$ cat config.mk
export PLATFORM = sky130hd
export DESIGN_NAME = frustum_cull_sphere_box_core
export DESIGN_NICKNAME = d
export VERILOG_FILES = /design/src/design/fcsb_pkg.sv /design/src/design/frustum_cull_sphere_box_core.sv /design/src/design/fcsb_dot_unit.sv
export SDC_FILE = /design/constraint.sdc
export NUM_CORES = 2
export LEC_CHECK = 0
export ABC_AREA = 1
export BUFFER_PORTS_ARGS = -buffer_cell sky130_fd_sc_hd__buf_2
export CORE_AREA = 3 3 365 511
export CTS_CLUSTER_DIAMETER = 120
export CTS_CLUSTER_SIZE = 8
export DETAILED_ROUTE_END_ITERATION = 8
export DIE_AREA = 0 0 368 514
export PLACE_DENSITY_LB_ADDON = 0.12
export SYNTH_ARGS = -nofsm -noshare
export SYNTH_HDL_FRONTEND = slang
export SYNTH_HIERARCHICAL = 1
export SYNTH_SLANG_ARGS = --single-unit
export TNS_END_PERCENT = 50
$ cat constraint.sdc
create_clock -name clk -period 10.4 [get_ports clk]
set_clock_uncertainty 0.05 [all_clocks]
set_input_delay 1.04 -clock clk [delete_from_list [all_inputs] [get_ports clk]]
set_output_delay 1.04 -clock clk [all_outputs]
set_load 0.1 [all_outputs]
$ cat src/design/fcsb_pkg.sv
// shared types, codes and constants of the frustum cull sphere/box block
package fcsb_pkg;

	localparam int NUM_PLANES_DEF  = 6;
	localparam int NUM_CORNERS_DEF = 8;
	localparam int FRAC_BITS_DEF   = 16;

	localparam int COEF_W    = 32;
	localparam int RADIUS_W  = 31;
	localparam int PROD_W    = 64;
	localparam int ACC_W     = 64;
	localparam int NUM_COEFS = 4;

	localparam logic [1:0] MODE_LOAD   = 2'd0;
	localparam logic [1:0] MODE_SPHERE = 2'd1;
	localparam logic [1:0] MODE_CORNER = 2'd2;

	localparam logic [1:0] COEF_A = 2'd0;
	localparam logic [1:0] COEF_B = 2'd1;
	localparam logic [1:0] COEF_C = 2'd2;
	localparam logic [1:0] COEF_D = 2'd3;

	localparam logic [1:0] VERDICT_INSIDE    = 2'd0;
	localparam logic [1:0] VERDICT_OUTSIDE   = 2'd1;
	localparam logic [1:0] VERDICT_INTERSECT = 2'd2;

	typedef struct packed {
		logic [1:0]               mode;
		logic [2:0]               plane_index;
		logic [1:0]               coef_index;
		logic signed [COEF_W-1:0] coef_value;
		logic signed [COEF_W-1:0] point_x;
		logic signed [COEF_W-1:0] point_y;
		logic signed [COEF_W-1:0] point_z;
		logic [RADIUS_W-1:0]      radius;
	} req_t;

	typedef struct packed {
		logic [1:0] verdict;
		logic       from_box;
	} rsp_t;

	typedef struct packed {
		logic load_d;
		logic mul;
		logic acc;
	} dot_ctl_t;

endpackage

$ cat src/design/frustum_cull_sphere_box_core.sv
// top level of the frustum cull sphere/box block
// Classifies spheres and boxes against NUM_PLANES stored Q16.16 planes. A load item
// (mode 0) writes one coefficient and never holds the block. A sphere item (mode 1) or a
// box corner (mode 2) runs through one shared multiply-accumulate unit, plane by plane in
// the steps load d, three multiplies, last add and evaluate, and keeps req_stall high
// until it is finished. A box verdict appears with its NUM_CORNERS-th corner; the other
// corners give no result and skip the posting state. The result sits in an output
// register, so new items are taken while it waits on rsp_stall; a later verdict holds in
// its posting state until the register is free.
module frustum_cull_sphere_box_core #(
	parameter int NUM_PLANES  = fcsb_pkg::NUM_PLANES_DEF,
	parameter int NUM_CORNERS = fcsb_pkg::NUM_CORNERS_DEF,
	parameter int FRAC_BITS   = fcsb_pkg::FRAC_BITS_DEF
) (
	input  logic           clk,
	input  logic           arst_n,
	input  logic           req_valid,
	output logic           req_stall,
	input  fcsb_pkg::req_t req,
	output logic           rsp_valid,
	input  logic           rsp_stall,
	output fcsb_pkg::rsp_t rsp
);
	import fcsb_pkg::*;

	localparam int PW = (NUM_PLANES > 1) ? $clog2(NUM_PLANES) : 1;
	localparam int CW = (NUM_CORNERS > 1) ? $clog2(NUM_CORNERS) : 1;
	localparam logic [3:0] PlaneLimit = 4'(NUM_PLANES);
	localparam logic [PW-1:0] LastPlane = PW'(NUM_PLANES - 1);
	localparam logic [CW-1:0] LastCorner = CW'(NUM_CORNERS - 1);

	typedef enum logic [2:0] {
		ST_IDLE,
		ST_LOAD_D,
		ST_MUL_A,
		ST_MUL_B,
		ST_MUL_C,
		ST_ACC_C,
		ST_EVAL,
		ST_DONE
	} state_t;

	state_t state_q;
	logic [PW-1:0] plane_q;
	logic [CW-1:0] count_q;
	logic [NUM_PLANES-1:0] some_in_q;
	logic [NUM_PLANES-1:0] all_in_q;
	logic outside_q;
	logic touch_q;
	logic rsp_valid_q;
	rsp_t rsp_q;

	logic signed [COEF_W-1:0] store_q [NUM_PLANES][NUM_COEFS];
	logic signed [COEF_W-1:0] x_q;
	logic signed [COEF_W-1:0] y_q;
	logic signed [COEF_W-1:0] z_q;
	logic [RADIUS_W-1:0] r_q;
	logic is_box_q;

	logic req_xfer;
	logic out_free;
	dot_ctl_t ctl;
	logic [1:0] coef_sel;
	logic signed [COEF_W-1:0] coord;
	logic signed [ACC_W-1:0] dist_sum;
	logic signed [ACC_W-1:0] r_ext;
	logic signed [ACC_W-1:0] dist_plus_r;
	logic [1:0] box_verdict;
	logic [1:0] sphere_verdict;

	assign req_stall = (state_q != ST_IDLE);
	assign req_xfer  = req_valid && !req_stall;
	assign out_free  = !rsp_valid_q || !rsp_stall;

	assign r_ext       = ACC_W'(signed'({1'b0, r_q}));
	assign dist_plus_r = dist_sum + r_ext;

	always_comb begin
		ctl      = '0;
		coef_sel = COEF_D;
		coord    = x_q;
		case (state_q)
			ST_LOAD_D: begin
				ctl.load_d = 1'b1;
			end
			ST_MUL_A: begin
				ctl.mul  = 1'b1;
				coef_sel = COEF_A;
			end
			ST_MUL_B: begin
				ctl.mul  = 1'b1;
				ctl.acc  = 1'b1;
				coef_sel = COEF_B;
				coord    = y_q;
			end
			ST_MUL_C: begin
				ctl.mul  = 1'b1;
				ctl.acc  = 1'b1;
				coef_sel = COEF_C;
				coord    = z_q;
			end
			ST_ACC_C: begin
				ctl.acc = 1'b1;
			end
			default: begin
				ctl = '0;
			end
		endcase
	end

	fcsb_dot_unit #(
		.FRAC_BITS(FRAC_BITS)
	) u_dot (
		.clk     (clk),
		.ctl     (ctl),
		.coef    (store_q[plane_q][coef_sel]),
		.coord   (coord),
		.dist_sum(dist_sum)
	);

	always_comb begin
		if (some_in_q != {NUM_PLANES{1'b1}}) begin
			box_verdict = VERDICT_OUTSIDE;
		end else if (all_in_q == {NUM_PLANES{1'b1}}) begin
			box_verdict = VERDICT_INSIDE;
		end else begin
			box_verdict = VERDICT_INTERSECT;
		end
		if (outside_q) begin
			sphere_verdict = VERDICT_OUTSIDE;
		end else if (touch_q) begin
			sphere_verdict = VERDICT_INTERSECT;
		end else begin
			sphere_verdict = VERDICT_INSIDE;
		end
	end

	// plane store
	always_ff @(posedge clk or negedge arst_n) begin
		if (!arst_n) begin
			for (int p = 0; p < NUM_PLANES; p++) begin
				for (int c = 0; c < NUM_COEFS; c++) begin
					store_q[p][c] <= '0;
				end
			end
		end else if (req_xfer && req.mode == MODE_LOAD
				&& {1'b0, req.plane_index} < PlaneLimit) begin
			store_q[req.plane_index[PW-1:0]][req.coef_index] <= req.coef_value;
		end
	end

	// item operands
	always_ff @(posedge clk) begin
		if (req_xfer) begin
			x_q      <= req.point_x;
			y_q      <= req.point_y;
			z_q      <= req.point_z;
			r_q      <= req.radius;
			is_box_q <= (req.mode == MODE_CORNER);
		end
	end

	always_ff @(posedge clk or negedge arst_n) begin
		if (!arst_n) begin
			state_q     <= ST_IDLE;
			plane_q     <= '0;
			count_q     <= '0;
			some_in_q   <= '0;
			all_in_q    <= '1;
			outside_q   <= 1'b0;
			touch_q     <= 1'b0;
			rsp_valid_q <= 1'b0;
			rsp_q       <= '0;
		end else begin
			if (state_q == ST_DONE && out_free) begin
				rsp_valid_q <= 1'b1;
			end else if (!rsp_stall) begin
				rsp_valid_q <= 1'b0;
			end
			case (state_q)
				ST_IDLE: begin
					if (req_xfer && (req.mode == MODE_SPHERE || req.mode == MODE_CORNER)) begin
						plane_q   <= '0;
						outside_q <= 1'b0;
						touch_q   <= 1'b0;
						state_q   <= ST_LOAD_D;
					end
				end
				ST_LOAD_D: state_q <= ST_MUL_A;
				ST_MUL_A:  state_q <= ST_MUL_B;
				ST_MUL_B:  state_q <= ST_MUL_C;
				ST_MUL_C:  state_q <= ST_ACC_C;
				ST_ACC_C:  state_q <= ST_EVAL;
				ST_EVAL: begin
					if (is_box_q) begin
						if (dist_sum < 0) begin
							all_in_q[plane_q] <= 1'b0;
						end else begin
							some_in_q[plane_q] <= 1'b1;
						end
					end else begin
						if (dist_plus_r < 0) begin
							outside_q <= 1'b1;
						end
						if (dist_sum < r_ext && dist_plus_r > 0) begin
							touch_q <= 1'b1;
						end
					end
					if (plane_q == LastPlane) begin
						if (is_box_q && count_q != LastCorner) begin
							count_q <= count_q + 1'b1;
							state_q <= ST_IDLE;
						end else begin
							state_q <= ST_DONE;
						end
					end else begin
						plane_q <= plane_q + 1'b1;
						state_q <= ST_LOAD_D;
					end
				end
				ST_DONE: begin
					if (out_free) begin
						rsp_q.from_box <= is_box_q;
						if (is_box_q) begin
							rsp_q.verdict <= box_verdict;
							count_q       <= '0;
							some_in_q     <= '0;
							all_in_q      <= '1;
						end else begin
							rsp_q.verdict <= sphere_verdict;
						end
						state_q <= ST_IDLE;
					end
				end
				default: state_q <= ST_IDLE;
			endcase
		end
	end

	assign rsp_valid = rsp_valid_q;
	assign rsp       = rsp_q;

endmodule

$ cat src/design/fcsb_dot_unit.sv
// shared multiply-accumulate unit that builds one plane distance term by term
module fcsb_dot_unit #(
	parameter int FRAC_BITS = fcsb_pkg::FRAC_BITS_DEF
) (
	input  logic                             clk,
	input  fcsb_pkg::dot_ctl_t               ctl,
	input  logic signed [fcsb_pkg::COEF_W-1:0] coef,
	input  logic signed [fcsb_pkg::COEF_W-1:0] coord,
	output logic signed [fcsb_pkg::ACC_W-1:0]  dist_sum
);
	import fcsb_pkg::*;

	logic signed [PROD_W-1:0] prod_q;
	logic signed [ACC_W-1:0]  acc_q;
	logic signed [ACC_W-1:0]  term;

	// floor shift of the product
	assign term = ACC_W'(prod_q >>> FRAC_BITS);

	always_ff @(posedge clk) begin
		if (ctl.mul) begin
			prod_q <= PROD_W'(coef) * PROD_W'(coord);
		end
		if (ctl.load_d) begin
			acc_q <= ACC_W'(coef);
		end else if (ctl.acc) begin
			acc_q <= acc_q + term;
		end
	end

	assign dist_sum = acc_q;

endmodule

==> flow_metrics.py <==
metrics = {
    "route": {
        "met1Wirelength_um": 119000,
        "drc": 0,
        "wl_met2_um": 163000,
        "drt-vias-per-instance": 5.51,
        "highest_layer": "met5",
        "dr_wl_met3_um": 17700,
        "dr.pass1.iters": 6,
        "routedWlPerCell_um": 23.3,
        "drt-total-wl_um": 322000,
        "dr_total_vias": 76086,
        "drtIter0Drc": 6763,
        "ant_nets": 0,
    },
    "layout": {
        "multi_input_area_um2": 53300,
        "nNetsFinal": 12908,
        "syn2layout_area_growth_pct": 9.15,
        "n_fill_cell": 17441,
        "final_common_cell": "nand2_1",
        "finalNonFillerCells": 13816,
        "layout-drive-gt1-share_pct": 5.82,
        "seqCellArea_um2": 27100,
        "mostFrequentLayoutCells": "nand2_1, inv_1, fa_1",
    },
    "worst_setup_path": {
        "arrival_ns": 10.30,
        "critPathKind": "register to register",
        "slowest_stage": "fa_1",
        "cpMostUsedCell": "fa_1",
        "reg2reg_slack_ns": 0.57,
        "slowest_delay_ns": 0.81,
        "cp_top_family": "adder cells",
        "required_ns": 10.87,
        "crit_buf_inv": 10,
        "startpoint_type": "register",
        "critPathMaxFanout": 20,
        "end_kind": "register",
    },
    "die": {
        "initial_core_util_pct": 49.9,
        "core_um2": 182000,
        "dieArea_um2": 189000,
        "pin_count": 175,
        "chipWidth_um": 368,
        "die_y_um": 514,
        "num_rows": 185,
    },
    "logic_synthesis": {
        "yosysWarnings": 6,
        "syn_nets": 12934,
        "synth-simple-area-share_pct": 20.6,
        "synth_top_cell_area_share_pct": 23.9,
        "synth_area_um2": 90700,
        "synth_fa_ha_area_share_pct": 28.2,
        "synth-xor-area-share_pct": 0.531,
        "ys.flop_type": "dfrtp_1",
        "ys_types": 59,
        "syn_inst": 11370,
        "yosysSeqAreaShare_pct": 29.9,
        "synth.avg_cell_area_um2": 7.98,
        "async_reset_ff_share_pct": 76.8,
        "synth_top_family_by_area": "adder cells",
        "synth_edf_count": 240,
        "synth.area.top_cells": "fa_1, dfrtp_1, nand2_1",
        "synth-seq-cells": 1035,
        "yosys.area.top_type": "fa_1",
        "synth.mux.area_fraction_pct": 0,
        "synth_compound_area_share_pct": 9.25,
    },
    "grt": {
        "antenna_found_initial": 8,
        "track_usage_pct": 34.4,
        "grt_pass1_wl_um": 490000,
        "grt-ovfl-total": 0,
        "grt_max_degree": 175,
        "grt_pass1_vias": 79887,
    },
    "timing": {
        "finalCritPeriodShare_pct": 94.5,
        "timing.final.hold_violations": 0,
        "setup_viol": 0,
        "slew_headroom_pct": 22.6,
        "drv_slew": 0,
        "fin_crit_ns": 9.83,
        "rsz0062_at_grt": "false",
        "setup_ws_ns": 0.574,
        "tightest_slew_ns": 1.16,
        "fin_tns_setup_ns": 0,
        "max_freq_mhz": 102,
    },
    "placed_design": {
        "dpl.cell_count": 13624,
        "dp_hpwl_um": 239000,
        "globalplace.congestion": 0.972,
        "post-place-ws_ns": 0.501,
        "io_buffers": 174,
    },
    "clock_tree": {
        "path_clk_slew_ns": 0.06,
        "tritoncts": "built",
        "ctsHoldBuffers": 0,
        "cts-buffers-inserted": 149,
        "worst_skew_pair.late_latency_ns": 0.83,
        "root_buffer": "clkbuf_16",
        "cts_setup_buffers": 0,
        "htreeDepth": 4,
        "cts.sinks": 1035,
        "clock_path_buffers": 3,
    },
    "status": {
        "outcome": "finished, final reports clean",
    },
    "hold_path": {
        "hold_class": "input port to asynchronous set/reset pin",
    },
    "flow_run": {
        "maxCapViolCount": 0,
    },
}
-- cell type report --
| type | count | area share, % |
|---|---|---|
| Clock buffer | 168 | 3.84 |
| Antenna cell | 5 | 0.0126 |
| Clock inverter | 19 | 0.470 |
| Inverter | 2223 | 8.43 |
| Multi-Input combinational cell | 7555 | 53.8 |
| Timing Repair Buffer | 380 | 2.98 |
| Sequential cell | 1035 | 27.4 |
| Tap cell | 2431 | 3.07 |
-- logic make-up (layout without fill, tap and decap cells) --
logic type | count (synthesis) | count (layout)
and+or+nand+nor | 4644 | 4644
buffers and inverters | 2780 | 2790
AOI/OAI and AO/OA | 1462 | 1462
adders and majority gates | 1394 | 1394
DFF | 1035 | 1035
xor gates and xnor gates | 55 | 55
other | 0 | 5
-- state kept, by name (all words and copies together) (netlist names), 6 cells and up --
| name | flops |
|---|---|
| r_q | 31 |
| y_q | 32 |
| z_q | 32 |
| store_q | 768 |
| u_dot/prod_q | 48 |
| all_in_q | 6 |
| u_dot/dist_sum | 64 |
| x_q | 32 |
| some_in_q | 6 |
-- routing by layer --
layer | global-route usage [%] | vias to the layer above
li1 | - | 34668
met1 | 39.8 | 37714
met2 | 61.0 | 2828
met3 | 4.07 | 874
met4 | 20.8 | 2
met5 | 0 | -
-- path summary, 6_finish.rpt --
path | end | cells past startpoint | from
setup / recovery | u_dot/prod_q[61] | 33 | plane_q[1]
hold / removal | store_q[100] | 1 | arst_n
setup reg to reg | u_dot/prod_q[61] | 33 | plane_q[1]
hold reg to reg | all_in_q[2] | 2 | all_in_q[2]
max in group asynchronous | store_q[524] | 3 | arst_n
min in group clk | z_q[3] | 1 | req[34]
-- repair_timing --
action / 4_1_cts / 5_1_grt
endpoints found under the hold margin: 0 / 0
setup endpoints to repair: 0 / 5
resized for setup: 0 / 1
-- cell usage after synthesis, drive strengths merged, types with 10 or more instances --
| cell | number |
|---|---|
| xnor2 | 23 |
| a22o | 31 |
| nor4 | 29 |
| a22oi | 119 |
| o21ai | 894 |
| a41oi | 19 |
| xor2 | 32 |
| nand4 | 146 |
| o21bai | 27 |
| edfxtp | 240 |
| or2 | 29 |
| fa | 1083 |
| a21oi | 225 |
| dfrtp | 789 |
| clkbuf | 488 |
| a32o | 10 |
| inv | 2223 |
| o211ai | 11 |
| a221oi | 88 |
| nor3 | 58 |
| nand3 | 322 |
| nor2 | 434 |
| buf | 69 |
| ha | 311 |
| nand2 | 3604 |
-- through the flow --
step	utilization, %	hold slack [ns]	area (µm²)
3_5_place_dp	52.1	0.422	94800
4_1_cts	54.4	0.180	99000
3_3_place_gp	52.1	0.416	94700
5_1_grt	54.4	0.237	99000
6_report	54.4	0.173	99000
2_1_floorplan	-	0.399	90700
Power is not shown: default switching activity piles up to over one toggle a cycle in this logic, so the estimate is an artifact.
